`src/rtl/core/swg_ram.sv`:
```
module swg_ram #(
  parameter int WIDTH = 64,
  parameter int DEPTH = 32
) (
  input  logic                     clk,
  input  logic                     we,
  input  logic [$clog2(DEPTH)-1:0] waddr,
  input  logic [WIDTH-1:0]         wdata,
  input  logic [$clog2(DEPTH)-1:0] raddr,
  output logic [WIDTH-1:0]         rdata
);

  logic [WIDTH-1:0] mem [DEPTH];
  logic [WIDTH-1:0] rdata_r;

  always_ff @(posedge clk) begin
    if (we) begin
      mem[waddr] <= wdata;
    end
    rdata_r <= mem[raddr];
  end

  assign rdata = rdata_r;

endmodule

```
`config.mk`:
```
export PLATFORM = sky130hd
export DESIGN_NAME = swg_ram
export DESIGN_NICKNAME = d
export VERILOG_FILES = /design/src/rtl/core/swg_ram.sv
export SDC_FILE = /design/constraint.sdc
export NUM_CORES = 2
export LEC_CHECK = 0
export BUFFER_PORTS_ARGS = -buffer_cell sky130_fd_sc_hd__buf_2
export CORE_UTILIZATION = 60
export DETAILED_ROUTE_END_ITERATION = 12
export GPL_TIMING_DRIVEN = 0
export PLACE_DENSITY = 0.78
export SETUP_SLACK_MARGIN = 0.3
export SYNTH_ARGS = -nofsm -noshare
export SYNTH_HDL_FRONTEND = slang
export SYNTH_SLANG_ARGS = --single-unit
```
`constraint.sdc`:
```
create_clock -name clk -period 5.6 [get_ports clk]
set_input_delay 0 -clock clk [delete_from_list [all_inputs] [get_ports clk]]
set_output_delay 0 -clock clk [all_outputs]
set_load 0.02 [all_outputs]
```
==> Flow_metrics.wiki <==
{| class="wikitable"
! Metric !! Value
|-
| Total of warnings raised by yosys || 0
|-
| Timing-limited maximum frequency || between 200 and 300 MHz
|-
| Clock sink count || ~2.1k
|-
| Cell area after placement || ~84,000 um^2
|-
| CTS tree || built
|-
| Count of state elements after synthesis || about 2.1k
|-
| Worst hold path cell count || 3
|-
| Row cnt || about 130
|-
| Run status || finished with violations
|-
| Worst Max-Slew Pin Slew || 1.54 ns
|-
| Type of element capturing the critical path || flip-flop
|-
| Final Non-Filler Cells || 5,521
|-
| Dominant combinational cell family by area after synthesis || multiplexers
|-
| Largest clock skew in the final design || 0.0310 ns
|-
| Final total negative setup slack || 0 ns
|-
| Die span in x || about 360 um
|-
| Port Buffers || ~140
|-
| Total Die Area || 133,000 um^2
|-
| Worst hold path startpoint || waddr[2]
|-
| Static leakage || 28.9 nW
|-
| Number of synthesized flops with an enable pin || a little over 2k
|-
| Crit path required time || 6.30 ns
|-
| Number of nets in the layout || 3,678
|-
| FF-to-FF Start || mem[22][55]
|-
| Net Count, Synth || about 3.2k
|-
| Crit-path max FO || 10
|-
| Number of vias per cell || 7.29
|-
| Number of H-tree levels || 4
|-
| Post-Synth Simple-Gate Area || 0.379%
|-
| CP startpoint kind || input pin
|-
| Setup repair after global routing missed its margin || false
|-
| Number of buffers on the longest clock path || 3
|-
| Layout overhead on the synthesized area || 16.2%
|-
| Total of max-cap violations || 2
|-
| Dominant register cell in the synthesized netlist || sky130_fd_sc_hd__edfxtp_1
|-
| Synth Area in Compound Gates || 0.466%
|-
| Initial DRC Count || ~7.3k
|-
| Violations in the final reports || capacitance limit, slew limit
|-
| Max-slew violation total from the final report || 11
|-
| Hold endpoint || mem[4][30]
|-
| Clk_lat worst skew || 0.86 ns
|-
| Global routing usage summed across all routing layers || between 30% and 40%
|-
| Count of pins on the block boundary || 140
|-
| Synth Cell Area || ~80,000 um^2
|-
| Global placer's final weighted congestion || between 0.7 and 0.8
|-
| Final Util || roughly 71%
|-
| Cell count after placement || 5,081
|-
| Register-to-register path setup slack || 3.64 ns
|-
| Detailed-route wire length per cell || approximately 42 um
|-
| Global-route wire length before repair || 316,000 um
|-
| Synthesized-area fraction occupied by adder cells || 0%
|-
| Layout Cell Area excl Fill || between 90,000 and 100,000 um^2
|-
| Critical path class || input pin to flip-flop
|-
| Share of async-settable or async-resettable flops after synthesis || 0%
|-
| Ratio of cells with drive above 1 in the final layout || 35.3%
|-
| Areal power density over the cells || 364 nW/um^2
|-
| Worst R2R Path Depth || 3
|-
| Maximum vdd ir drop || ~0.00036 V
|-
| Proportion of synthesized area in mux cells || between 10% and 20%
|-
| Setup violators final || 0
|-
| Endpoint of the most critical register-to-register path || rdata[55]
|-
| Distinct cells, synth || 31
|-
| Number of buffers created by CTS || just under 200
|-
| Initial core utilization || just over 60%
|-
| Pin count of the biggest net entering global routing || 33
|-
| Vias in the first global route || ~42k
|-
| Drt drc || 0
|-
| Number of buffers inserted to repair setup after CTS || 0
|-
| Height of the chip || approximately 360 um
|-
| Hold Crit Class || input pin to flip-flop
|-
| DP Wirelength || ~130,000 um
|-
| Slew Limit Headroom || -2.55%
|-
| Post-synthesis average cell area || around 25 um^2
|-
| Total number of vias || a little over 40k
|-
| Crit path DAT || 4.06 ns
|-
| Number of antenna violations at the first check in global routing || 14
|-
| CORE AREA || 130,000 um^2
|-
| Number of search-and-repair iterations in the first detailed-routing pass || 6
|-
| Register clock-pin slew on the reported worst setup and hold paths || 0.07 ns
|-
| Detailed Route WL || about 230,000 um
|-
| XOR/XNOR Fraction of Synth Area || 0%
|-
| CP Launch Point || raddr[3]
|-
| Count of mapped cells out of synthesis || roughly 3.1k
|-
| Routed Antenna Nets || 0
|-
| Post-route clock period utilization || ~60%
|-
| Final hold violation count || 0
|-
| Total congestion overflow || 0
|-
| Root Buffer Master || sky130_fd_sc_hd__clkbuf_16
|-
| Crit path time final || ~3.4 ns
|-
| Sequential fraction of the synthesis area || approximately 80%
|}
[critical path, stage by stage]
cell,delay (ns)
sky130_fd_sc_hd__dlygate4sd3_1,0.52
sky130_fd_sc_hd__buf_2,0.26
sky130_fd_sc_hd__buf_2,0.76
sky130_fd_sc_hd__clkbuf_1,1.01
sky130_fd_sc_hd__clkbuf_1,0.98
sky130_fd_sc_hd__mux2_2,0.51
[per-layer routing]
layer	GRT usage, %	part of all wire [%]	up-vias
met5	0	0.035	-
met4	19.7	6.4	14
met3	8.68	13	932
met2	57.4	49	4045
met1	44.0	31	20700
li1	-	-	14500
[cell families (layout without fill, tap and decap cells)]
kind of cell / after synthesis / after routing
and+or+nand+nor: 64 / 64
DFF: 2112 / 2112
muxes: 714 / 714
buffers and inverters: 157 / 833
AOI/OAI and AO/OA: 50 / 50
other: 0 / 6
[report_power, final]
part	switching, mW	total, mW	internal [mW]
logic	1.12	1.85	0.727
registers	0.0899	17.7	17.6
clock network	5.98	13.9	7.88
[Yosys cell counts (all sizes together) (2+ instances only)]
cell / instances / area share [%]
a211oi: 3 / 0.029
a221oi: 12 / 0.13
a22oi: 3 / 0.029
and2: 4 / 0.032
buf: 101 / 0.68
clkbuf: 55 / 0.26
dfxtp: 64 / 1.6
edfxtp: 2048 / 78
mux2: 74 / 1.1
mux2i: 38 / 0.48
mux4: 602 / 17
nand2: 3 / 0.014
nand2b: 2 / 0.016
nand3: 2 / 0.013
nand3b: 5 / 0.048
nor2: 41 / 0.19
nor2b: 4 / 0.032
o211ai: 3 / 0.029
o21ai: 9 / 0.057
o221ai: 3 / 0.033
o22ai: 10 / 0.079
o2bb2ai: 3 / 0.033
o31a: 3 / 0.033
or3b: 2 / 0.022
[layout by cell type, fill, tap and decap left out, drive strengths merged, types with 4 or more instances in the layout]
cell            n
dfxtp          64
clkinvlp       16
dlygate4sd3    65
mux4          602
nor2b           4
diode           6
o22ai          10
nor2           41
inv             7
clkinv         71
edfxtp       2048
buf           343
nand3b          5
bufinv         23
a221oi         12
and2            4
mux2           74
clkbuf        308
o21ai           9
mux2i          38
[registers in the layout, indices dropped and copies added, names as in the netlist]
signal,flops
rdata,64
mem,2048
[worst max path at each step]
stage,endpoint,slack [ns],cells after the start
after floorplan,mem[12][0],1.78,3
after global placement,mem[20][6],-2.66,4
after detailed placement,rdata[59],1.87,6
after CTS,rdata[45],2.48,6
after global routing,rdata[45],2.27,6
final,rdata[45],2.24,6
[layout make-up]
class	instances	area, um^2
flip-flops and latches	2112	62800
well taps	1742	2180
fillers	6948	38200
multi-input cells	828	15700
plain buffers	156	746
diodes	6	15.0
inverters	1	3.75
clock inverters	116	1230
repair buffers	307	3700
clock buffers	253	5400
[per-stage QoR]
| step | worst slack [ns] | hold slack, ns | power (mW) |
|---|---|---|---|
| after floorplan | 1.78 | 0.0989 | 18.9 |
| after global placement | -2.66 | 0.420 | 19.6 |
| after detailed placement | 1.87 | 0.415 | 19.7 |
| after CTS | 2.48 | 0.00995 | 33.3 |
| after global routing | 2.27 | 0.0307 | 34.0 |
| final | 2.24 | 0.0555 | 33.4 |
[what timing repair did]
action,4_1_cts,5_1_grt
gates resized for setup,0,0
hold endpoints to repair,2050,0
hold buffers,65,0
(Power assumes the default switching activity.)
