File: src/rtl/core/swg_pkg.sv
package swg_pkg;

  localparam int DATA_WIDTH = 32;
  localparam int FRAC_BITS  = 16;
  localparam int VW         = 64;
  localparam int LEN_W      = 31;
  localparam int NRM_W      = 18;
  localparam int CORNER_W   = 2;

  localparam logic [LEN_W-1:0]    GRAV_RST    = 31'd642253;
  localparam logic [CORNER_W-1:0] CORNER_LAST = 2'd2;
  localparam logic [CORNER_W-1:0] CORNER_NONE = 2'd3;
  localparam logic [CORNER_W-1:0] CORNER_FIRST = 2'd0;

  // input tdata layout, lowest bit first
  localparam int O_VS   = 0;
  localparam int O_VX   = O_VS + DATA_WIDTH;
  localparam int O_VY   = O_VX + DATA_WIDTH;
  localparam int O_ES   = O_VY + DATA_WIDTH;
  localparam int O_EB   = O_ES + DATA_WIDTH;
  localparam int O_LEN  = O_EB + DATA_WIDTH;
  localparam int O_NX   = O_LEN + LEN_W;
  localparam int O_NY   = O_NX + NRM_W;
  localparam int O_CS   = O_NY + NRM_W;
  localparam int O_CB   = O_CS + DATA_WIDTH;
  localparam int O_AREA = O_CB + DATA_WIDTH;
  localparam int IN_BITS     = O_AREA + LEN_W;
  localparam int IN_TDATA_W  = ((IN_BITS + 7) / 8) * 8;
  localparam int OUT_TDATA_W = ((2 * DATA_WIDTH + 7) / 8) * 8;

  localparam int NUM_W     = VW + FRAC_BITS;
  localparam int RF_DEPTH  = 32;
  localparam int RA_W      = $clog2(RF_DEPTH);
  localparam int PC_W      = 6;

  typedef logic signed [VW-1:0] val_t;

  localparam val_t VMAX = {1'b0, {(VW-1){1'b1}}};
  localparam val_t VMIN = {1'b1, {(VW-1){1'b0}}};
  localparam logic [VW-1:0] MAG_OVER = {1'b1, {(VW-1){1'b0}}};

  typedef enum logic [3:0] {
    OP_LOAD = 4'd0,
    OP_CLR0 = 4'd1,
    OP_ADD  = 4'd2,
    OP_SUB  = 4'd3,
    OP_MUL  = 4'd4,
    OP_DIV  = 4'd5,
    OP_HALF = 4'd6,
    OP_SKIP = 4'd7,
    OP_TEST = 4'd8,
    OP_OUT  = 4'd9
  } op_t;

  typedef enum logic [3:0] {
    F_VS   = 4'd0,
    F_VX   = 4'd1,
    F_VY   = 4'd2,
    F_ES   = 4'd3,
    F_EB   = 4'd4,
    F_LEN  = 4'd5,
    F_NX   = 4'd6,
    F_NY   = 4'd7,
    F_CS   = 4'd8,
    F_CB   = 4'd9,
    F_AREA = 4'd10,
    F_G    = 4'd11,
    F_ZERO = 4'd12
  } fld_t;

  typedef struct packed {
    op_t             op;
    logic [RA_W-1:0] dst;
    logic [RA_W-1:0] sa;
    logic [RA_W-1:0] sb;
    fld_t            fld;
    logic            coff;
    logic [PC_W-1:0] tgt;
  } uinstr_t;

  // register file map
  localparam logic [RA_W-1:0] R_HS0  = 5'd0;
  localparam logic [RA_W-1:0] R_HS1  = 5'd1;
  localparam logic [RA_W-1:0] R_HS2  = 5'd2;
  localparam logic [RA_W-1:0] R_HX0  = 5'd3;
  localparam logic [RA_W-1:0] R_HX1  = 5'd4;
  localparam logic [RA_W-1:0] R_HX2  = 5'd5;
  localparam logic [RA_W-1:0] R_HY0  = 5'd6;
  localparam logic [RA_W-1:0] R_HY1  = 5'd7;
  localparam logic [RA_W-1:0] R_HY2  = 5'd8;
  localparam logic [RA_W-1:0] R_SX   = 5'd9;
  localparam logic [RA_W-1:0] R_SY   = 5'd10;
  localparam logic [RA_W-1:0] R_H    = 5'd11;
  localparam logic [RA_W-1:0] R_T    = 5'd12;
  localparam logic [RA_W-1:0] R_P    = 5'd13;
  localparam logic [RA_W-1:0] R_DX1  = 5'd14;
  localparam logic [RA_W-1:0] R_DX2  = 5'd15;
  localparam logic [RA_W-1:0] R_DY1  = 5'd16;
  localparam logic [RA_W-1:0] R_DY2  = 5'd17;
  localparam logic [RA_W-1:0] R_DW1  = 5'd18;
  localparam logic [RA_W-1:0] R_DW2  = 5'd19;
  localparam logic [RA_W-1:0] R_DET  = 5'd20;
  localparam logic [RA_W-1:0] R_AREA = 5'd21;
  localparam logic [RA_W-1:0] R_DEP  = 5'd22;
  localparam logic [RA_W-1:0] R_WX   = 5'd23;
  localparam logic [RA_W-1:0] R_WY   = 5'd24;
  localparam logic [RA_W-1:0] R_G    = 5'd25;
  localparam logic [RA_W-1:0] R_PX   = 5'd27;
  localparam logic [RA_W-1:0] R_PY   = 5'd28;
  localparam logic [RA_W-1:0] R_Z    = 5'd31;

  localparam logic [PC_W-1:0] PC_CLRS = 6'd55;

  function automatic logic [VW-1:0] mag(val_t v);
    logic [VW-1:0] u;
    u = v;
    return v[VW-1] ? (~u + 64'd1) : u;
  endfunction

  function automatic val_t from_mag(logic [VW-1:0] m, logic neg);
    logic [VW-1:0] lim;
    logic [VW-1:0] mm;
    lim = neg ? MAG_OVER : VMAX;
    mm  = (m > lim) ? lim : m;
    return neg ? val_t'(~mm + 64'd1) : val_t'(mm);
  endfunction

  function automatic val_t sadd(val_t a, val_t b);
    logic [VW:0] s;
    val_t        r;
    s = {a[VW-1], a} + {b[VW-1], b};
    if (s[VW] != s[VW-1]) r = s[VW] ? VMIN : VMAX;
    else                  r = val_t'(s[VW-1:0]);
    return r;
  endfunction

  function automatic val_t ssub(val_t a, val_t b);
    logic [VW:0] s;
    val_t        r;
    s = {a[VW-1], a} - {b[VW-1], b};
    if (s[VW] != s[VW-1]) r = s[VW] ? VMIN : VMAX;
    else                  r = val_t'(s[VW-1:0]);
    return r;
  endfunction

  // divide by two, rounded toward zero
  function automatic val_t half(val_t a);
    val_t t;
    t = a + val_t'({{(VW-1){1'b0}}, a[VW-1]});
    return t >>> 1;
  endfunction

  function automatic logic [DATA_WIDTH-1:0] sat_out(val_t v);
    val_t hi;
    val_t lo;
    logic [DATA_WIDTH-1:0] r;
    hi = {{(VW-DATA_WIDTH+1){1'b0}}, {(DATA_WIDTH-1){1'b1}}};
    lo = ~hi;
    if (v > hi)      r = hi[DATA_WIDTH-1:0];
    else if (v < lo) r = lo[DATA_WIDTH-1:0];
    else             r = v[DATA_WIDTH-1:0];
    return r;
  endfunction

  function automatic val_t ext_data(logic [DATA_WIDTH-1:0] x);
    return {{(VW-DATA_WIDTH){x[DATA_WIDTH-1]}}, x};
  endfunction

  function automatic uinstr_t mk(op_t op, logic [RA_W-1:0] dst, logic [RA_W-1:0] sa,
                                 logic [RA_W-1:0] sb, fld_t fld, logic coff);
    uinstr_t u;
    u.op   = op;
    u.dst  = dst;
    u.sa   = sa;
    u.sb   = sb;
    u.fld  = fld;
    u.coff = coff;
    u.tgt  = PC_CLRS;
    return u;
  endfunction

  // microprogram
  function automatic uinstr_t rom(logic [PC_W-1:0] pc);
    uinstr_t u;
    case (pc)
      6'd0:  u = mk(OP_LOAD, R_HS0, R_Z, R_Z, F_VS, 1'b1);
      6'd1:  u = mk(OP_LOAD, R_HX0, R_Z, R_Z, F_VX, 1'b1);
      6'd2:  u = mk(OP_LOAD, R_HY0, R_Z, R_Z, F_VY, 1'b1);
      6'd3:  u = mk(OP_CLR0, R_SX, R_Z, R_Z, F_ZERO, 1'b0);
      6'd4:  u = mk(OP_CLR0, R_SY, R_Z, R_Z, F_ZERO, 1'b0);
      6'd5:  u = mk(OP_LOAD, R_H, R_Z, R_Z, F_ES, 1'b0);
      6'd6:  u = mk(OP_LOAD, R_T, R_Z, R_Z, F_EB, 1'b0);
      6'd7:  u = mk(OP_SUB, R_H, R_H, R_T, F_ZERO, 1'b0);
      6'd8:  u = mk(OP_MUL, R_T, R_H, R_H, F_ZERO, 1'b0);
      6'd9:  u = mk(OP_LOAD, R_P, R_Z, R_Z, F_LEN, 1'b0);
      6'd10: u = mk(OP_MUL, R_T, R_T, R_P, F_ZERO, 1'b0);
      6'd11: u = mk(OP_LOAD, R_P, R_Z, R_Z, F_NX, 1'b0);
      6'd12: u = mk(OP_MUL, R_P, R_T, R_P, F_ZERO, 1'b0);
      6'd13: u = mk(OP_ADD, R_SX, R_SX, R_P, F_ZERO, 1'b0);
      6'd14: u = mk(OP_LOAD, R_P, R_Z, R_Z, F_NY, 1'b0);
      6'd15: u = mk(OP_MUL, R_P, R_T, R_P, F_ZERO, 1'b0);
      6'd16: u = mk(OP_ADD, R_SY, R_SY, R_P, F_ZERO, 1'b0);
      6'd17: u = mk(OP_SKIP, R_Z, R_Z, R_Z, F_ZERO, 1'b0);
      6'd18: u = mk(OP_SUB, R_DX1, R_HX1, R_HX0, F_ZERO, 1'b0);
      6'd19: u = mk(OP_SUB, R_DX2, R_HX2, R_HX0, F_ZERO, 1'b0);
      6'd20: u = mk(OP_SUB, R_DY1, R_HY1, R_HY0, F_ZERO, 1'b0);
      6'd21: u = mk(OP_SUB, R_DY2, R_HY2, R_HY0, F_ZERO, 1'b0);
      6'd22: u = mk(OP_SUB, R_DW1, R_HS1, R_HS0, F_ZERO, 1'b0);
      6'd23: u = mk(OP_SUB, R_DW2, R_HS2, R_HS0, F_ZERO, 1'b0);
      6'd24: u = mk(OP_MUL, R_H, R_DY2, R_DX1, F_ZERO, 1'b0);
      6'd25: u = mk(OP_MUL, R_T, R_DY1, R_DX2, F_ZERO, 1'b0);
      6'd26: u = mk(OP_SUB, R_DET, R_H, R_T, F_ZERO, 1'b0);
      6'd27: u = mk(OP_LOAD, R_AREA, R_Z, R_Z, F_AREA, 1'b0);
      6'd28: u = mk(OP_TEST, R_Z, R_DET, R_AREA, F_ZERO, 1'b0);
      6'd29: u = mk(OP_LOAD, R_DEP, R_Z, R_Z, F_CS, 1'b0);
      6'd30: u = mk(OP_LOAD, R_H, R_Z, R_Z, F_CB, 1'b0);
      6'd31: u = mk(OP_SUB, R_DEP, R_DEP, R_H, F_ZERO, 1'b0);
      6'd32: u = mk(OP_MUL, R_H, R_DY2, R_DW1, F_ZERO, 1'b0);
      6'd33: u = mk(OP_MUL, R_T, R_DY1, R_DW2, F_ZERO, 1'b0);
      6'd34: u = mk(OP_SUB, R_H, R_H, R_T, F_ZERO, 1'b0);
      6'd35: u = mk(OP_DIV, R_WX, R_H, R_DET, F_ZERO, 1'b0);
      6'd36: u = mk(OP_MUL, R_H, R_DX1, R_DW2, F_ZERO, 1'b0);
      6'd37: u = mk(OP_MUL, R_T, R_DX2, R_DW1, F_ZERO, 1'b0);
      6'd38: u = mk(OP_SUB, R_H, R_H, R_T, F_ZERO, 1'b0);
      6'd39: u = mk(OP_DIV, R_WY, R_H, R_DET, F_ZERO, 1'b0);
      6'd40: u = mk(OP_LOAD, R_G, R_Z, R_Z, F_G, 1'b0);
      6'd41: u = mk(OP_MUL, R_H, R_G, R_WX, F_ZERO, 1'b0);
      6'd42: u = mk(OP_MUL, R_H, R_H, R_DEP, F_ZERO, 1'b0);
      6'd43: u = mk(OP_SUB, R_PX, R_Z, R_H, F_ZERO, 1'b0);
      6'd44: u = mk(OP_MUL, R_H, R_G, R_WY, F_ZERO, 1'b0);
      6'd45: u = mk(OP_MUL, R_H, R_H, R_DEP, F_ZERO, 1'b0);
      6'd46: u = mk(OP_SUB, R_PY, R_Z, R_H, F_ZERO, 1'b0);
      6'd47: u = mk(OP_MUL, R_H, R_G, R_SX, F_ZERO, 1'b0);
      6'd48: u = mk(OP_HALF, R_H, R_H, R_Z, F_ZERO, 1'b0);
      6'd49: u = mk(OP_DIV, R_H, R_H, R_AREA, F_ZERO, 1'b0);
      6'd50: u = mk(OP_ADD, R_PX, R_PX, R_H, F_ZERO, 1'b0);
      6'd51: u = mk(OP_MUL, R_H, R_G, R_SY, F_ZERO, 1'b0);
      6'd52: u = mk(OP_HALF, R_H, R_H, R_Z, F_ZERO, 1'b0);
      6'd53: u = mk(OP_DIV, R_H, R_H, R_AREA, F_ZERO, 1'b0);
      6'd54: u = mk(OP_ADD, R_PY, R_PY, R_H, F_ZERO, 1'b0);
      6'd55: u = mk(OP_LOAD, R_SX, R_Z, R_Z, F_ZERO, 1'b0);
      6'd56: u = mk(OP_LOAD, R_SY, R_Z, R_Z, F_ZERO, 1'b0);
      default: u = mk(OP_OUT, R_Z, R_PX, R_PY, F_ZERO, 1'b0);
    endcase
    return u;
  endfunction

endpackage

File: src/rtl/core/swg_mul.sv
module swg_mul import swg_pkg::*; (
  input  logic clk,
  input  logic rst_n,
  input  logic start,
  input  val_t a,
  input  val_t b,
  output logic done,
  output val_t y
);

  logic [VW-1:0]   ua_r, ub_r;
  logic            neg_r;
  logic [2*VW-1:0] acc_r;
  logic [1:0]      step_r;
  logic            busy_r, done_r;
  logic [31:0]     pa, pb;
  logic [63:0]     pp;
  logic [2*VW-1:0] pp_sh;

  always_comb begin
    case (step_r)
      2'd0: begin pa = ua_r[31:0];  pb = ub_r[31:0];  pp_sh = '0; end
      2'd1: begin pa = ua_r[31:0];  pb = ub_r[63:32]; pp_sh = '0; end
      2'd2: begin pa = ua_r[63:32]; pb = ub_r[31:0];  pp_sh = '0; end
      default: begin pa = ua_r[63:32]; pb = ub_r[63:32]; pp_sh = '0; end
    endcase
    pp = pa * pb;
    case (step_r)
      2'd0:    pp_sh = {64'd0, pp};
      2'd3:    pp_sh = {pp, 64'd0};
      default: pp_sh = {32'd0, pp, 32'd0};
    endcase
  end

  always_ff @(posedge clk) begin
    if (!rst_n) begin
      busy_r <= 1'b0;
      done_r <= 1'b0;
      step_r <= 2'd0;
    end else begin
      done_r <= 1'b0;
      if (start) begin
        busy_r <= 1'b1;
        step_r <= 2'd0;
      end else if (busy_r) begin
        step_r <= step_r + 2'd1;
        if (step_r == 2'd3) begin
          busy_r <= 1'b0;
          done_r <= 1'b1;
        end
      end
    end
  end

  always_ff @(posedge clk) begin
    if (start) begin
      ua_r  <= mag(a);
      ub_r  <= mag(b);
      neg_r <= a[VW-1] ^ b[VW-1];
      acc_r <= '0;
    end else if (busy_r) begin
      acc_r <= acc_r + pp_sh;
    end
  end

  assign done = done_r;
  assign y = from_mag((|acc_r[2*VW-1:VW+FRAC_BITS]) ? MAG_OVER : acc_r[VW+FRAC_BITS-1:FRAC_BITS],
                      neg_r);

endmodule

File: config.mk
export PLATFORM = sky130hd
export DESIGN_NAME = swg_mul
export DESIGN_NICKNAME = d
export VERILOG_FILES = /design/src/rtl/core/swg_pkg.sv /design/src/rtl/core/swg_mul.sv
export SDC_FILE = /design/constraint.sdc
export NUM_CORES = 2
export LEC_CHECK = 0
export BUFFER_PORTS_ARGS = -buffer_cell sky130_fd_sc_hd__buf_2
export CORE_MARGIN = 1.5
export CORE_UTILIZATION = 64
export CTS_BUF_LIST = sky130_fd_sc_hd__clkbuf_4
export DETAILED_ROUTE_END_ITERATION = 6
export HOLD_SLACK_MARGIN = 0.15
export MAX_ROUTING_LAYER = met4
export PLACE_DENSITY = 0.82
export REMOVE_ABC_BUFFERS = 1
export SYNTH_ARGS = -nofsm -noshare
export SYNTH_HDL_FRONTEND = slang
export SYNTH_SLANG_ARGS = --single-unit
File: constraint.sdc
create_clock -name clk -period 14.1 [get_ports clk]
set_input_delay 1.41 -clock clk [delete_from_list [all_inputs] [get_ports clk]]
set_output_delay 1.41 -clock clk [all_outputs]
set_load 0.03 [all_outputs]
==> run metrics <==
Fill cells=7119; start point of the critical path=step_r[0]; WL/cell=25.51 um; status=finished clean; DP HPWL=171.6 mm; Critical Path AT=14420 ps; Hold Path Class=reg2reg; sequential fraction of the synthesis area=around 11%; synthesized cell area=approximately 0.057 mm2; post-layout min period=13620 ps; Sink Count=~260; first-pass GRT wire length=just over 300 mm; fraction of layout cells with a size suffix above 1=11.20%; RePlAce Congestion=between 1 and 1.5; die area=0.09097 mm2; vias=52.72k; Row Count=109; largest net degree at the start of global routing=83; clock tree buffer depth=3; level count of the clock H-tree=3; Min-Delay Startpoint=acc_r[119]; Yosys top cell by area=fa_1; max_slew headroom=around an eighth; IO Pins=roughly 200; port bufs=195; max incr delay on CP=slightly below 600 ps; Area Overhead vs Synth=8.720%; kind of critical path=reg2reg; worst r2r src=step_r[0]; Worst setup EP type=flop; Setup violations, final=0; Die Y=301.6 um; EDFF count, synth=129; critical path startpoint category=flop; initial core utilization=64.57%; Reg clk slew, reported paths=roughly 70 ps; initial antenna violation count=14; Ys Warns=0; top-area cell type share of the netlist area=between 30% and 40%; DRT iter0 DRCs=6652; post-synthesis area per instance=8.419 um2; Pre-antenna DRT Iters=6; Core Region=between 0.08 and 0.09 mm2; Nets=8511; flop and latch count out of synthesis=261; GRT Total Usage=between 40% and 50%; delay-heaviest family, CP=adder cells; DR vias/cell=approximately 6.4; slack of the critical path=477.0 ps; GRT overflow=0; synth top area cells=fa_1 31%, ha_1 10%, edfxtp_1 6.8%; Synth Instances=6778; Hold Buf Count CTS=0; Tcrit/Tclk final=96.62%; DRC viols=0; Buf/Inv on CP=11; max-slew violation count=0; Worst Path Max Fanout=19; worst-margin pin slew=1312 ps; Die X-Extent=~300 um; slowest stage cell on the critical path=mux2i_2; ys flop type=dfxtp_1; clk root buf=clkbuf_4; CTS buffer count=77; asr flop ratio synth=0%; Antenna Nets Post-Route=0; most frequent CP cell=fa_1; Max Clk Rate=73.41 MHz; max-cap viol count=0; clock skew=slightly below 80 ps; Hold Vio Cnt, Final=0; Worst-Skew Late Latency=1000 ps; CP required=about 15000 ps; DRT Wirelength=210.7 mm; CTS tree=done; worst slack, placed=95.55 ps; post-synth cell types=between 70 and 80; vias in the first global route=51.57k
-- flip-flops by register name, indices dropped and copies added, names as in the netlist --
register / count
busy_r: 1
acc_r: 128
ub_r: 64
neg_r: 1
step_r: 2
ua_r: 64
done: 1
-- logic make-up after synthesis --
logic type                 count (synthesis)  synth area share [%]
DFF                                      261                 11.42
xor gates and xnor gates                 316                 4.850
and+or+nand+nor                         2219                 17.21
buffers and inverters                   1266                 8.327
adders and majority gates               1365                 41.73
muxes                                    203                 3.697
AOI/OAI and AO/OA                       1148                 12.77
-- worst min-delay path, delay by kind of cell, from the launching register on --
family / cells / cell delay (ps)
flops: 1 / 330
compound gates: 1 / 60
simple gates: 1 / 50
-- worst paths after layout --
kind | to | slack [ps] | cells past startpoint
worst max-delay path | acc_r[104] | 480 | 49
worst min-delay path | acc_r[119] | 490 | 2
worst max register to register | acc_r[104] | 480 | 49
worst min register to register | acc_r[119] | 490 | 2
-- synth_stat cells (25+ instances only) --
cell,instances
nor2b_1,25
nor4_1,32
nand2_1,750
dfxtp_1,132
nor2_1,883
nand2b_1,40
o31ai_1,44
ha_1,468
clkbuf_1,323
and2_1,127
xnor2_1,244
mux2_2,62
mux2i_1,141
nor3_1,77
xor2_1,72
a21oi_1,309
edfxtp_1,129
a22o_1,54
or3_1,43
nand4_1,91
fa_1,897
o21ai_0,305
inv_1,922
a21o_1,115
nand3_1,50
a211oi_1,25
or4_1,34
o21bai_1,46
o21a_1,46
a31oi_1,38
-- stage by stage --
step	setup TNS (ps)	instance area [um2]	utilization (%)	hold slack (ps)	std cells
global placement	0	60800	68.80	463.5	8093
floorplan	-41710	55780	-	453.6	6435
global route	-47.18	62020	70.18	501.7	8252
finish	0	62040	70.20	485.2	8260
detailed placement	0	60800	68.80	479.6	8093
CTS	0	61800	69.93	487.2	8230
-- per-layer routing --
metal	part of all wire (%)	global-route usage, %	vias up
met4	5.7	23.50	0
li1	-	-	22700
met3	15	17.78	736
met2	42	65.89	3599
met1	37	60.77	25690
met5	0	-	-
-- layout make-up --
class	instances	area [um2]	share of cell area (%)
multi-input combinational	5251	46100	74.30
clock buffer	111	833.3	1.343
timing repair buffer	501	3452	5.564
tap	1165	1458	2.349
sequential	261	6520	10.51
clock inverter	26	163.9	0.2642
inverter	923	3465	5.584
antenna	22	55.05	0.08873
-- placed cells by master, fill, tap and decap left out, types with 18 or more instances in the layout --
| cell | Yosys | layout |
|---|---|---|
| nor4_1 | 32 | 32 |
| xor2_1 | 72 | 72 |
| nor2b_1 | 25 | 23 |
| inv_1 | 922 | 922 |
| diode_2 | 0 | 22 |
| xnor2_1 | 244 | 243 |
| and2_1 | 127 | 127 |
| ha_1 | 468 | 468 |
| edfxtp_1 | 129 | 129 |
| o41ai_1 | 23 | 23 |
| o31ai_1 | 44 | 44 |
| mux2i_2 | 0 | 33 |
| or3_1 | 43 | 43 |
| a21o_1 | 115 | 115 |
| o21a_1 | 46 | 46 |
| a31oi_1 | 38 | 37 |
| dfxtp_1 | 132 | 131 |
| a22o_1 | 54 | 54 |
| or4_1 | 34 | 34 |
| buf_4 | 0 | 291 |
| mux2_2 | 62 | 62 |
| or2_2 | 18 | 18 |
| nand4_1 | 91 | 91 |
| a21oi_1 | 309 | 309 |
| a211oi_1 | 25 | 24 |
| o21bai_1 | 46 | 46 |
| nand2b_1 | 40 | 39 |
| nor3_1 | 77 | 75 |
| mux2i_1 | 141 | 101 |
| nor2_1 | 883 | 879 |
| clkbuf_4 | 0 | 111 |
| buf_2 | 0 | 194 |
| nand2_1 | 750 | 750 |
| fa_1 | 897 | 897 |
| nand3_1 | 50 | 50 |
| o21ai_0 | 305 | 305 |
-- repair_timing --
| item | in CTS | in global routing |
|---|---|---|
| resized for setup | 0 | 17 |
| endpoints found under the setup margin | 0 | 44 |
| setup buffers | 0 | 8 |
Power is not shown: default switching activity piles up to over one toggle a cycle in this logic, so the estimate is an artifact.
