`src/rtl/core/swg_pkg.sv`:
```
package swg_pkg;

  localparam int DATA_WIDTH = 32;
  localparam int FRAC_BITS  = 16;
  localparam int VW         = 64;
  localparam int LEN_W      = 31;
  localparam int NRM_W      = 18;
  localparam int CORNER_W   = 2;

  localparam logic [LEN_W-1:0]    GRAV_RST    = 31'd642253;
  localparam logic [CORNER_W-1:0] CORNER_LAST = 2'd2;
  localparam logic [CORNER_W-1:0] CORNER_NONE = 2'd3;
  localparam logic [CORNER_W-1:0] CORNER_FIRST = 2'd0;

  // input tdata layout, lowest bit first
  localparam int O_VS   = 0;
  localparam int O_VX   = O_VS + DATA_WIDTH;
  localparam int O_VY   = O_VX + DATA_WIDTH;
  localparam int O_ES   = O_VY + DATA_WIDTH;
  localparam int O_EB   = O_ES + DATA_WIDTH;
  localparam int O_LEN  = O_EB + DATA_WIDTH;
  localparam int O_NX   = O_LEN + LEN_W;
  localparam int O_NY   = O_NX + NRM_W;
  localparam int O_CS   = O_NY + NRM_W;
  localparam int O_CB   = O_CS + DATA_WIDTH;
  localparam int O_AREA = O_CB + DATA_WIDTH;
  localparam int IN_BITS     = O_AREA + LEN_W;
  localparam int IN_TDATA_W  = ((IN_BITS + 7) / 8) * 8;
  localparam int OUT_TDATA_W = ((2 * DATA_WIDTH + 7) / 8) * 8;

  localparam int NUM_W     = VW + FRAC_BITS;
  localparam int RF_DEPTH  = 32;
  localparam int RA_W      = $clog2(RF_DEPTH);
  localparam int PC_W      = 6;

  typedef logic signed [VW-1:0] val_t;

  localparam val_t VMAX = {1'b0, {(VW-1){1'b1}}};
  localparam val_t VMIN = {1'b1, {(VW-1){1'b0}}};
  localparam logic [VW-1:0] MAG_OVER = {1'b1, {(VW-1){1'b0}}};

  typedef enum logic [3:0] {
    OP_LOAD = 4'd0,
    OP_CLR0 = 4'd1,
    OP_ADD  = 4'd2,
    OP_SUB  = 4'd3,
    OP_MUL  = 4'd4,
    OP_DIV  = 4'd5,
    OP_HALF = 4'd6,
    OP_SKIP = 4'd7,
    OP_TEST = 4'd8,
    OP_OUT  = 4'd9
  } op_t;

  typedef enum logic [3:0] {
    F_VS   = 4'd0,
    F_VX   = 4'd1,
    F_VY   = 4'd2,
    F_ES   = 4'd3,
    F_EB   = 4'd4,
    F_LEN  = 4'd5,
    F_NX   = 4'd6,
    F_NY   = 4'd7,
    F_CS   = 4'd8,
    F_CB   = 4'd9,
    F_AREA = 4'd10,
    F_G    = 4'd11,
    F_ZERO = 4'd12
  } fld_t;

  typedef struct packed {
    op_t             op;
    logic [RA_W-1:0] dst;
    logic [RA_W-1:0] sa;
    logic [RA_W-1:0] sb;
    fld_t            fld;
    logic            coff;
    logic [PC_W-1:0] tgt;
  } uinstr_t;

  // register file map
  localparam logic [RA_W-1:0] R_HS0  = 5'd0;
  localparam logic [RA_W-1:0] R_HS1  = 5'd1;
  localparam logic [RA_W-1:0] R_HS2  = 5'd2;
  localparam logic [RA_W-1:0] R_HX0  = 5'd3;
  localparam logic [RA_W-1:0] R_HX1  = 5'd4;
  localparam logic [RA_W-1:0] R_HX2  = 5'd5;
  localparam logic [RA_W-1:0] R_HY0  = 5'd6;
  localparam logic [RA_W-1:0] R_HY1  = 5'd7;
  localparam logic [RA_W-1:0] R_HY2  = 5'd8;
  localparam logic [RA_W-1:0] R_SX   = 5'd9;
  localparam logic [RA_W-1:0] R_SY   = 5'd10;
  localparam logic [RA_W-1:0] R_H    = 5'd11;
  localparam logic [RA_W-1:0] R_T    = 5'd12;
  localparam logic [RA_W-1:0] R_P    = 5'd13;
  localparam logic [RA_W-1:0] R_DX1  = 5'd14;
  localparam logic [RA_W-1:0] R_DX2  = 5'd15;
  localparam logic [RA_W-1:0] R_DY1  = 5'd16;
  localparam logic [RA_W-1:0] R_DY2  = 5'd17;
  localparam logic [RA_W-1:0] R_DW1  = 5'd18;
  localparam logic [RA_W-1:0] R_DW2  = 5'd19;
  localparam logic [RA_W-1:0] R_DET  = 5'd20;
  localparam logic [RA_W-1:0] R_AREA = 5'd21;
  localparam logic [RA_W-1:0] R_DEP  = 5'd22;
  localparam logic [RA_W-1:0] R_WX   = 5'd23;
  localparam logic [RA_W-1:0] R_WY   = 5'd24;
  localparam logic [RA_W-1:0] R_G    = 5'd25;
  localparam logic [RA_W-1:0] R_PX   = 5'd27;
  localparam logic [RA_W-1:0] R_PY   = 5'd28;
  localparam logic [RA_W-1:0] R_Z    = 5'd31;

  localparam logic [PC_W-1:0] PC_CLRS = 6'd55;

  function automatic logic [VW-1:0] mag(val_t v);
    logic [VW-1:0] u;
    u = v;
    return v[VW-1] ? (~u + 64'd1) : u;
  endfunction

  function automatic val_t from_mag(logic [VW-1:0] m, logic neg);
    logic [VW-1:0] lim;
    logic [VW-1:0] mm;
    lim = neg ? MAG_OVER : VMAX;
    mm  = (m > lim) ? lim : m;
    return neg ? val_t'(~mm + 64'd1) : val_t'(mm);
  endfunction

  function automatic val_t sadd(val_t a, val_t b);
    logic [VW:0] s;
    val_t        r;
    s = {a[VW-1], a} + {b[VW-1], b};
    if (s[VW] != s[VW-1]) r = s[VW] ? VMIN : VMAX;
    else                  r = val_t'(s[VW-1:0]);
    return r;
  endfunction

  function automatic val_t ssub(val_t a, val_t b);
    logic [VW:0] s;
    val_t        r;
    s = {a[VW-1], a} - {b[VW-1], b};
    if (s[VW] != s[VW-1]) r = s[VW] ? VMIN : VMAX;
    else                  r = val_t'(s[VW-1:0]);
    return r;
  endfunction

  // divide by two, rounded toward zero
  function automatic val_t half(val_t a);
    val_t t;
    t = a + val_t'({{(VW-1){1'b0}}, a[VW-1]});
    return t >>> 1;
  endfunction

  function automatic logic [DATA_WIDTH-1:0] sat_out(val_t v);
    val_t hi;
    val_t lo;
    logic [DATA_WIDTH-1:0] r;
    hi = {{(VW-DATA_WIDTH+1){1'b0}}, {(DATA_WIDTH-1){1'b1}}};
    lo = ~hi;
    if (v > hi)      r = hi[DATA_WIDTH-1:0];
    else if (v < lo) r = lo[DATA_WIDTH-1:0];
    else             r = v[DATA_WIDTH-1:0];
    return r;
  endfunction

  function automatic val_t ext_data(logic [DATA_WIDTH-1:0] x);
    return {{(VW-DATA_WIDTH){x[DATA_WIDTH-1]}}, x};
  endfunction

  function automatic uinstr_t mk(op_t op, logic [RA_W-1:0] dst, logic [RA_W-1:0] sa,
                                 logic [RA_W-1:0] sb, fld_t fld, logic coff);
    uinstr_t u;
    u.op   = op;
    u.dst  = dst;
    u.sa   = sa;
    u.sb   = sb;
    u.fld  = fld;
    u.coff = coff;
    u.tgt  = PC_CLRS;
    return u;
  endfunction

  // microprogram
  function automatic uinstr_t rom(logic [PC_W-1:0] pc);
    uinstr_t u;
    case (pc)
      6'd0:  u = mk(OP_LOAD, R_HS0, R_Z, R_Z, F_VS, 1'b1);
      6'd1:  u = mk(OP_LOAD, R_HX0, R_Z, R_Z, F_VX, 1'b1);
      6'd2:  u = mk(OP_LOAD, R_HY0, R_Z, R_Z, F_VY, 1'b1);
      6'd3:  u = mk(OP_CLR0, R_SX, R_Z, R_Z, F_ZERO, 1'b0);
      6'd4:  u = mk(OP_CLR0, R_SY, R_Z, R_Z, F_ZERO, 1'b0);
      6'd5:  u = mk(OP_LOAD, R_H, R_Z, R_Z, F_ES, 1'b0);
      6'd6:  u = mk(OP_LOAD, R_T, R_Z, R_Z, F_EB, 1'b0);
      6'd7:  u = mk(OP_SUB, R_H, R_H, R_T, F_ZERO, 1'b0);
      6'd8:  u = mk(OP_MUL, R_T, R_H, R_H, F_ZERO, 1'b0);
      6'd9:  u = mk(OP_LOAD, R_P, R_Z, R_Z, F_LEN, 1'b0);
      6'd10: u = mk(OP_MUL, R_T, R_T, R_P, F_ZERO, 1'b0);
      6'd11: u = mk(OP_LOAD, R_P, R_Z, R_Z, F_NX, 1'b0);
      6'd12: u = mk(OP_MUL, R_P, R_T, R_P, F_ZERO, 1'b0);
      6'd13: u = mk(OP_ADD, R_SX, R_SX, R_P, F_ZERO, 1'b0);
      6'd14: u = mk(OP_LOAD, R_P, R_Z, R_Z, F_NY, 1'b0);
      6'd15: u = mk(OP_MUL, R_P, R_T, R_P, F_ZERO, 1'b0);
      6'd16: u = mk(OP_ADD, R_SY, R_SY, R_P, F_ZERO, 1'b0);
      6'd17: u = mk(OP_SKIP, R_Z, R_Z, R_Z, F_ZERO, 1'b0);
      6'd18: u = mk(OP_SUB, R_DX1, R_HX1, R_HX0, F_ZERO, 1'b0);
      6'd19: u = mk(OP_SUB, R_DX2, R_HX2, R_HX0, F_ZERO, 1'b0);
      6'd20: u = mk(OP_SUB, R_DY1, R_HY1, R_HY0, F_ZERO, 1'b0);
      6'd21: u = mk(OP_SUB, R_DY2, R_HY2, R_HY0, F_ZERO, 1'b0);
      6'd22: u = mk(OP_SUB, R_DW1, R_HS1, R_HS0, F_ZERO, 1'b0);
      6'd23: u = mk(OP_SUB, R_DW2, R_HS2, R_HS0, F_ZERO, 1'b0);
      6'd24: u = mk(OP_MUL, R_H, R_DY2, R_DX1, F_ZERO, 1'b0);
      6'd25: u = mk(OP_MUL, R_T, R_DY1, R_DX2, F_ZERO, 1'b0);
      6'd26: u = mk(OP_SUB, R_DET, R_H, R_T, F_ZERO, 1'b0);
      6'd27: u = mk(OP_LOAD, R_AREA, R_Z, R_Z, F_AREA, 1'b0);
      6'd28: u = mk(OP_TEST, R_Z, R_DET, R_AREA, F_ZERO, 1'b0);
      6'd29: u = mk(OP_LOAD, R_DEP, R_Z, R_Z, F_CS, 1'b0);
      6'd30: u = mk(OP_LOAD, R_H, R_Z, R_Z, F_CB, 1'b0);
      6'd31: u = mk(OP_SUB, R_DEP, R_DEP, R_H, F_ZERO, 1'b0);
      6'd32: u = mk(OP_MUL, R_H, R_DY2, R_DW1, F_ZERO, 1'b0);
      6'd33: u = mk(OP_MUL, R_T, R_DY1, R_DW2, F_ZERO, 1'b0);
      6'd34: u = mk(OP_SUB, R_H, R_H, R_T, F_ZERO, 1'b0);
      6'd35: u = mk(OP_DIV, R_WX, R_H, R_DET, F_ZERO, 1'b0);
      6'd36: u = mk(OP_MUL, R_H, R_DX1, R_DW2, F_ZERO, 1'b0);
      6'd37: u = mk(OP_MUL, R_T, R_DX2, R_DW1, F_ZERO, 1'b0);
      6'd38: u = mk(OP_SUB, R_H, R_H, R_T, F_ZERO, 1'b0);
      6'd39: u = mk(OP_DIV, R_WY, R_H, R_DET, F_ZERO, 1'b0);
      6'd40: u = mk(OP_LOAD, R_G, R_Z, R_Z, F_G, 1'b0);
      6'd41: u = mk(OP_MUL, R_H, R_G, R_WX, F_ZERO, 1'b0);
      6'd42: u = mk(OP_MUL, R_H, R_H, R_DEP, F_ZERO, 1'b0);
      6'd43: u = mk(OP_SUB, R_PX, R_Z, R_H, F_ZERO, 1'b0);
      6'd44: u = mk(OP_MUL, R_H, R_G, R_WY, F_ZERO, 1'b0);
      6'd45: u = mk(OP_MUL, R_H, R_H, R_DEP, F_ZERO, 1'b0);
      6'd46: u = mk(OP_SUB, R_PY, R_Z, R_H, F_ZERO, 1'b0);
      6'd47: u = mk(OP_MUL, R_H, R_G, R_SX, F_ZERO, 1'b0);
      6'd48: u = mk(OP_HALF, R_H, R_H, R_Z, F_ZERO, 1'b0);
      6'd49: u = mk(OP_DIV, R_H, R_H, R_AREA, F_ZERO, 1'b0);
      6'd50: u = mk(OP_ADD, R_PX, R_PX, R_H, F_ZERO, 1'b0);
      6'd51: u = mk(OP_MUL, R_H, R_G, R_SY, F_ZERO, 1'b0);
      6'd52: u = mk(OP_HALF, R_H, R_H, R_Z, F_ZERO, 1'b0);
      6'd53: u = mk(OP_DIV, R_H, R_H, R_AREA, F_ZERO, 1'b0);
      6'd54: u = mk(OP_ADD, R_PY, R_PY, R_H, F_ZERO, 1'b0);
      6'd55: u = mk(OP_LOAD, R_SX, R_Z, R_Z, F_ZERO, 1'b0);
      6'd56: u = mk(OP_LOAD, R_SY, R_Z, R_Z, F_ZERO, 1'b0);
      default: u = mk(OP_OUT, R_Z, R_PX, R_PY, F_ZERO, 1'b0);
    endcase
    return u;
  endfunction

endpackage

```
`src/rtl/core/swg_div.sv`:
```
module swg_div import swg_pkg::*; (
  input  logic clk,
  input  logic rst_n,
  input  logic start,
  input  val_t a,
  input  val_t b,
  output logic done,
  output val_t y
);

  localparam int CNT_W = $clog2(NUM_W);

  logic [VW-1:0]    d_r;
  logic [NUM_W-1:0] num_r, q_r;
  logic [VW:0]      rem_r;
  logic             neg_r;
  logic [CNT_W-1:0] cnt_r;
  logic             busy_r, done_r;
  logic [VW:0]      r1;
  logic             ge;

  assign r1 = {rem_r[VW-1:0], num_r[NUM_W-1]};
  assign ge = r1 >= {1'b0, d_r};

  always_ff @(posedge clk) begin
    if (!rst_n) begin
      busy_r <= 1'b0;
      done_r <= 1'b0;
      cnt_r  <= '0;
    end else begin
      done_r <= 1'b0;
      if (start) begin
        busy_r <= 1'b1;
        cnt_r  <= '0;
      end else if (busy_r) begin
        cnt_r <= cnt_r + 1'b1;
        if (cnt_r == CNT_W'(NUM_W - 1)) begin
          busy_r <= 1'b0;
          done_r <= 1'b1;
        end
      end
    end
  end

  always_ff @(posedge clk) begin
    if (start) begin
      d_r   <= mag(b);
      num_r <= {mag(a), {FRAC_BITS{1'b0}}};
      rem_r <= '0;
      q_r   <= '0;
      neg_r <= a[VW-1] ^ b[VW-1];
    end else if (busy_r) begin
      rem_r <= ge ? (r1 - {1'b0, d_r}) : r1;
      q_r   <= {q_r[NUM_W-2:0], ge};
      num_r <= {num_r[NUM_W-2:0], 1'b0};
    end
  end

  assign done = done_r;
  assign y = from_mag((|q_r[NUM_W-1:VW]) ? MAG_OVER : q_r[VW-1:0], neg_r);

endmodule

```
`config.mk`:
```
export PLATFORM = sky130hd
export DESIGN_NAME = swg_div
export DESIGN_NICKNAME = d
export VERILOG_FILES = /design/src/rtl/core/swg_pkg.sv /design/src/rtl/core/swg_div.sv
export SDC_FILE = /design/constraint.sdc
export NUM_CORES = 1
export LEC_CHECK = 0
export ABC_AREA = 0
export BUFFER_PORTS_ARGS = -buffer_cell sky130_fd_sc_hd__buf_4
export CORE_ASPECT_RATIO = 1.2
export CORE_MARGIN = 2
export CORE_UTILIZATION = 40
export CTS_BUF_LIST = sky130_fd_sc_hd__clkbuf_4
export DETAILED_ROUTE_END_ITERATION = 8
export SYNTH_ARGS = -nofsm -noshare
export SYNTH_HDL_FRONTEND = slang
export SYNTH_SLANG_ARGS = --single-unit
```
`constraint.sdc`:
```
create_clock -name clk -period 15.7 [get_ports clk]
set_input_delay 1.57 -clock clk [delete_from_list [all_inputs] [get_ports clk]]
set_output_delay 1.57 -clock clk [all_outputs]
set_load 0.03 [all_outputs]
```
==> metrics.yaml, run 1 <==
outcome:
  outcome: "completed"
floorplanning:
  initial_core_util_pct: 40.7
  fp-row-count: 92
  die_area_um2: 55500
  io_pins: 196
  coreArea_um2: 52700
  die_w_um: 215
  chipHeight_um: 258
route:
  drt-total-wl_um: 64000
  via_count: 20300
  viasPerCell: 5.72
  post-route-drc-count: 0
  wl_per_cell_um: 18.1
  postRouteAntennaNets: 0
  first_iter_violations: 1668
  dr.pass1.iters: 6
cells_and_area:
  area_delta_synth_final_pct: 13.7
  nets: 3038
  layoutNonFillerInstCount: 3540
  finalInstanceArea_um2: 24400
  drive_above_1_share_pct: 13.0
worst_setup_path:
  worstPathRequired_ns: 14.13
  rr_worst_depth: 13
  reg2reg_to: "rem_r[63]"
  crit_slowest_cell: "nor4_1"
  r2r-start: "d_r[58]"
  worstSetupStartpoint: "q_r[73]"
  slowest_delay_ns: 0.82
  crit_chain: "nor4_1 -> and4_1 -> buf_4 -> nand2_1 -> inv_1 -> ha_1 -> nand4_1 -> nor4_1 -> nand4_1 -> a31oi_1 -> nor4_1 -> a21oi_4 -> nor2_1 -> buf_4 -> a21oi_1 -> ha_1 -> o311ai_0 -> o211ai_1 -> o21ai_0 -> a2bb2oi_1 -> buf_4"
  crit_path_end_kind: "output pin"
  worstPathMaxFanout: 68
  rrSetupSlack_ns: 11.54
  critPathArrivalTime_ns: 7.35
  endpoint: "y[34]"
  start_kind: "flop"
  criticalPathCategory: "reg -> out"
timing:
  hold_viol_final: 0
  setup_tns_ns: 0
  min_period_over_period_pct: 56.8
  report.final.setup_viol: 0
  fmax_ghz: 0.112
  slew_violations: 0
  maxSlewHeadroom_pct: 33.8
  fin_crit_ns: 8.92
  fin_skew_ns: 0.0597
  worst_pin_slew_ns: 0.989
  rsz0062_at_grt: "no"
grt:
  overflow: 0
  grt_pass1_vias: 19500
  grt_max_degree: 116
  antenna_found_initial: 4
  grt_pass1_wl_um: 102000
  grt_use_total_pct: 22.5
synth:
  yosys_warnings: 0
  yosysSeqAreaShare_pct: 32.3
  synth_area_um2: 21400
  syn_inst: 2642
  ys_types: 78
  synth_nets: 2906
  ys_ff_latch: 282
  synthArstFlopShare_pct: 0
  syn_area_per_cell_um2: 8.12
  synth_edf_count: 129
  synthFlopType: "dfxtp_1"
clocking:
  hold_buffers: 0
  path_clk_slew_ns: 0.06
  htreeDepth: 3
  tritoncts: "done"
  insertion_delay_ns: 0.83
  cts_buffers: 78
  post_cts_buffers: 0
  cts_buffer_depth: 3
  clock_sinks: 282
  clock_tree.root_cell: "clkbuf_4"
  cts_resized: 0
place:
  place_inst: 3399
  io_buffers: 195
  placed_area_um2: 23400
  dp_hpwl_um: 46300
  place_congestion: 0.949
hold_path:
  hold_class: "reg -> reg"
run:
  maxCapViolCount: 0
pwr:
  p_per_area_nw_per_um2: 89.3
  power.static_leakage_nw: 10.2
  ir_drop_uv: 46.6
[report_power, final]
part / leakage (nW) / total [mW] / internal [mW] / switching (mW)
combinational: 7.12 / 0.629 / 0.241 / 0.388
clock: 0.597 / 0.688 / 0.365 / 0.323
sequential: 2.51 / 0.858 / 0.831 / 0.0275
total: 10.2 / 2.18 / 1.44 / 0.738
[cells in the final DEF (no fill, tap or decap), types with 42 or more instances in the layout]
| cell type | count |
|---|---|
| buf_4 | 214 |
| and2_1 | 60 |
| o31ai_1 | 55 |
| nor2_1 | 308 |
| xnor2_1 | 102 |
| nand4_1 | 42 |
| dfxtp_1 | 152 |
| a21o_1 | 43 |
| xor2_1 | 84 |
| nand2_1 | 225 |
| a21oi_1 | 244 |
| edfxtp_1 | 129 |
| clkbuf_4 | 106 |
| mux2i_1 | 91 |
| o21ai_0 | 177 |
| nor3_1 | 50 |
| ha_1 | 132 |
| inv_1 | 109 |
[routing by layer]
metal  up-vias  global-route usage (%)  part of all wire, %
li1       9963                       -                    -
met1      9475                    27.8                   42
met2       682                    38.2                   48
met3       136                    4.17                  6.6
met4         6                    9.75                  3.2
met5         -                       0                0.069
[logic make-up after synthesis]
family	after synthesis	share of synthesized area (%)
AOI/OAI and AO/OA	748	22.0
xor gates and xnor gates	186	7.60
DFF	282	32.3
muxes	98	4.62
buffers and inverters	274	4.83
adders and majority gates	133	7.80
and+or+nand+nor	921	20.8
[cell usage after synthesis (24+ instances only)]
library cell | count | area (um2)
o31ai_1 | 55 | 413
a311oi_1 | 29 | 254
a21o_1 | 43 | 323
o41ai_1 | 24 | 210
nand4_1 | 42 | 263
a21oi_1 | 245 | 1230
mux2i_1 | 91 | 911
nor2_1 | 308 | 1160
and2_1 | 60 | 375
dfxtp_1 | 153 | 3060
clkbuf_1 | 150 | 563
nand2b_1 | 29 | 181
inv_1 | 110 | 413
o21ai_0 | 177 | 886
nand2_1 | 225 | 845
xor2_1 | 84 | 736
nand3_1 | 36 | 180
nor4_1 | 36 | 225
xnor2_1 | 102 | 893
ha_1 | 132 | 1650
nor3_1 | 50 | 250
edfxtp_1 | 129 | 3870
or4_1 | 30 | 225
or3_1 | 40 | 250
[through the flow]
stage               total power, mW  hold WS [ns]  setup slack, ns  util, %
floorplan                      1.31         0.446             8.07        -
global route                   2.31         0.517             6.49     46.2
global placement               1.49         0.465             7.44     44.3
finish                         2.18         0.487             6.78     46.2
detailed placement             1.50         0.481             7.84     44.3
CTS                            2.20         0.491             6.96     46.2
[how the worst min path moves through the flow]
stage / end / startpoint / depth (start not counted)
2_1_floorplan: rem_r[57] / rem_r[57] / 2
3_3_place_gp: cnt_r[6] / cnt_r[6] / 2
3_5_place_dp: rem_r[35] / rem_r[35] / 2
4_1_cts: rem_r[19] / rem_r[19] / 2
5_1_grt: rem_r[1] / rem_r[1] / 2
6_report: rem_r[35] / rem_r[35] / 2
[sequential cells by signal, indices dropped and copies added (netlist names)]
name    flops
busy_r      1
cnt_r       7
d_r        64
done        1
neg_r       1
num_r      64
q_r        80
rem_r      64
[layout make-up]
type	instances	area, um2
fill	5380	28300
multi-input combinational	2086	13500
sequential	282	6940
timing repair buffer	215	1620
tap	705	882
clock buffer	106	796
inverter	111	417
clock inverter	33	221
antenna	2	5.00
[critical path: cells and delay by family, from the launching register on]
family | cells | cell delay [ns]
buffers and inverters | 4 | 1.09
AO/OA/AOI/OAI | 7 | 1.82
AND/OR/NAND/NOR | 8 | 2.48
adder cells (fa/ha/maj) | 2 | 0.82
flip-flops | 1 | 0.32
Note: power is estimated with default switching activity, not from simulation.
==> run 2, diff against run 1 <==
==> constraint.sdc (replaced) <==
create_clock -name clk -period 8.86 [get_ports clk]
set_input_delay 0.886 -clock clk [delete_from_list [all_inputs] [get_ports clk]]
set_output_delay 0.886 -clock clk [all_outputs]
set_load 0.03 [all_outputs]
==> run 2 against run 1 <==
Clock power is 86% higher. Setup slack worse by 5.8 ns. Register-to-register slack worse by 6.8 ns. Die area stayed put. Largest cell class unchanged. Combinational power is 78% higher. Non-clock buffer count is 3 higher. Highest routed layer unchanged. Clock-buffer cell count is 10 higher.
==> metrics.yaml, run 2 (synthesis results as in run 1) <==
floorplanning:
  die_w_um: 215  # unchanged
  io_pins: 196  # unchanged
  die_area_um2: 55500  # unchanged
  chipHeight_um: 258  # unchanged
  initial_core_util_pct: 40.7  # unchanged
  fp-row-count: 92  # unchanged
  coreArea_um2: 52700  # unchanged
timing:
  min_period_over_period_pct: 89.3
  fin_crit_ns: 7.91
  worst_pin_slew_ns: 1.12  # +0.133 ns
  maxSlewHeadroom_pct: 24.9  # -8.9 points
  hold_viol_final: 0  # unchanged
  report.final.setup_viol: 0  # unchanged
  setup_tns_ns: 0  # unchanged
  fmax_ghz: 0.126
  rsz0062_at_grt: "no"
  fin_ws_ns: 0.951  # -5.83 ns
  slew_violations: 0  # unchanged
  fin_skew_ns: 0.0707  # +0.0110 ns
run:
  maxCapViolCount: 0  # unchanged
grt:
  overflow: 0  # unchanged
  grt_max_degree: 114  # -1.7%
  antenna_found_initial: 3  # -1
  grt_use_total_pct: 23.1  # +0.67 points
  grt_pass1_wl_um: 105000  # +2.2%
  grt_pass1_vias: 19700  # +0.72%
route:
  drt-total-wl_um: 66100  # +3.2%
  post-route-drc-count: 0  # unchanged
  viasPerCell: 5.73  # +0.16%
  postRouteAntennaNets: 0  # unchanged
  via_count: 20300  # +0.36%
  dr.pass1.iters: 8  # +2
  first_iter_violations: 1562  # -6.4%
  wl_per_cell_um: 18.6  # +3.0%
pwr:
  ir_drop_uv: 96.7  # +110%
  p_per_area_nw_per_um2: 161  # +80%
  power.static_leakage_nw: 10.3  # +0.40%
place:
  dp_hpwl_um: 47800  # +3.1%
  io_buffers: 195  # unchanged
  place_congestion: 0.959  # +1.1%
  dp_slack_ns: 1.83  # -6.01 ns
  place_inst: 3402  # +0.088%
cells_and_area:
  nets: 3041  # +0.099%
  largest-register: "q_r"
  drive_above_1_share_pct: 13.4  # +0.36 points
  layoutNonFillerInstCount: 3547  # +0.20%
  regArea_um2: 6940  # unchanged
  multi_input_area_um2: 13500  # about the same
  nFillCells: 5341  # -0.72%
  final_cell_mix: "308 x nor2_1, 244 x a21oi_1, 225 x nand2_1"
  largest_reg_flops: 80  # unchanged
  final_common_cell: "nor2_1"
  area_delta_synth_final_pct: 14.0
clocking:
  insertion_delay_ns: 0.84  # about the same
  hold_buffers: 0  # unchanged
  cts_resized: 0  # unchanged
  tritoncts: "done"
  cts_buffers: 78  # unchanged
  clock_sinks: 282  # unchanged
  post_cts_buffers: 0  # unchanged
  path_clk_slew_ns: 0.06  # about the same
  htreeDepth: 3  # unchanged
  clock_tree.root_cell: "clkbuf_4"
  cts_buffer_depth: 3  # unchanged
worst_setup_path:
  criticalPathCategory: "reg -> out"
  start_kind: "flop"
  reg2reg_to: "rem_r[56]"
  r2r-start: "d_r[0]"
  worstPathRequired_ns: 7.97  # -6.16 ns
  critPathArrivalTime_ns: 7.02  # -0.33 ns
  rrSetupSlack_ns: 4.78  # -6.76 ns
  crit_path_end_kind: "output pin"
  rr_worst_depth: 12  # -1
  worstPathMaxFanout: 46  # -32%
hold_path:
  hold_class: "in -> reg"
  whs_endpoint: "d_r[0]"
  hold_depth: 1  # -1
  min_from: "b[0]"
outcome:
  outcome: "completed"
## run 2: power breakdown
part           total, mW  switching [mW]  internal [mW]
clock               1.28           0.591          0.693
sequential          1.52          0.0472           1.47
combinational       1.12           0.696          0.428
total               3.93            1.33           2.59
## run 2: final cells by class
type                    instances  share of cell area (%)
flip-flops and latches        282                    28.4
clock buffers                 116                    3.56
well taps                     705                    3.61
diodes                          2                  0.0205
clock inverters                27                   0.844
repair buffers                218                    6.72
multi-input cells            2086                    55.2
inverters                     111                    1.70
## run 2: critical path: stages, from the launching register on
cell and delay, ns:
dfxtp_1 0.33, nor4_1 0.40, and4_2 0.84, and2_1 0.30, ha_1 0.17, nand4_1 0.16, nor4_1 0.83, nand4_1 0.22
a31oi_1 0.22, nor4_1 0.12, a21oi_4 0.17, nor2_1 0.06, buf_4 0.20, a21oi_1 0.22, ha_1 0.72, o311a_1 0.41
o211ai_1 0.13, mux2_2 0.32, a211oi_1 0.18, buf_4 0.20
## run 2: layer usage
| metal | up-vias | GRT usage [%] | routed length, um |
|---|---|---|---|
| met5 | - | 0 | 30 |
| met4 | 4 | 9.58 | 2160 |
| met3 | 128 | 4.37 | 3980 |
| met2 | 656 | 40.8 | 32300 |
| met1 | 9577 | 27.6 | 27600 |
| li1 | 9969 | - | - |
## run 2: metrics by stage
| step | area [um2] | util [%] | hold WS (ns) | power, mW |
|---|---|---|---|---|
| 2_1_floorplan | 21400 | - | 0.446 | 2.33 |
| 3_3_place_gp | 23400 | 44.3 | 0.465 | 2.65 |
| 3_5_place_dp | 23400 | 44.3 | 0.477 | 2.66 |
| 4_1_cts | 24400 | 46.4 | 0.151 | 3.98 |
| 5_1_grt | 24500 | 46.4 | 0.200 | 4.17 |
| 6_report | 24500 | 46.4 | 0.254 | 3.93 |
## run 2: worst max-delay path by stage
| stage | to | start | slack, ns | cells past startpoint |
|---|---|---|---|---|
| 6_report | y[50] | q_r[65] | 0.95 | 19 |
| 3_3_place_gp | y[50] | q_r[73] | 1.91 | 19 |
| 4_1_cts | y[50] | q_r[65] | 0.90 | 19 |
| 3_5_place_dp | y[50] | q_r[65] | 1.83 | 19 |
| 5_1_grt | y[58] | q_r[65] | 0.54 | 19 |
| 2_1_floorplan | y[50] | neg_r | 1.92 | 19 |
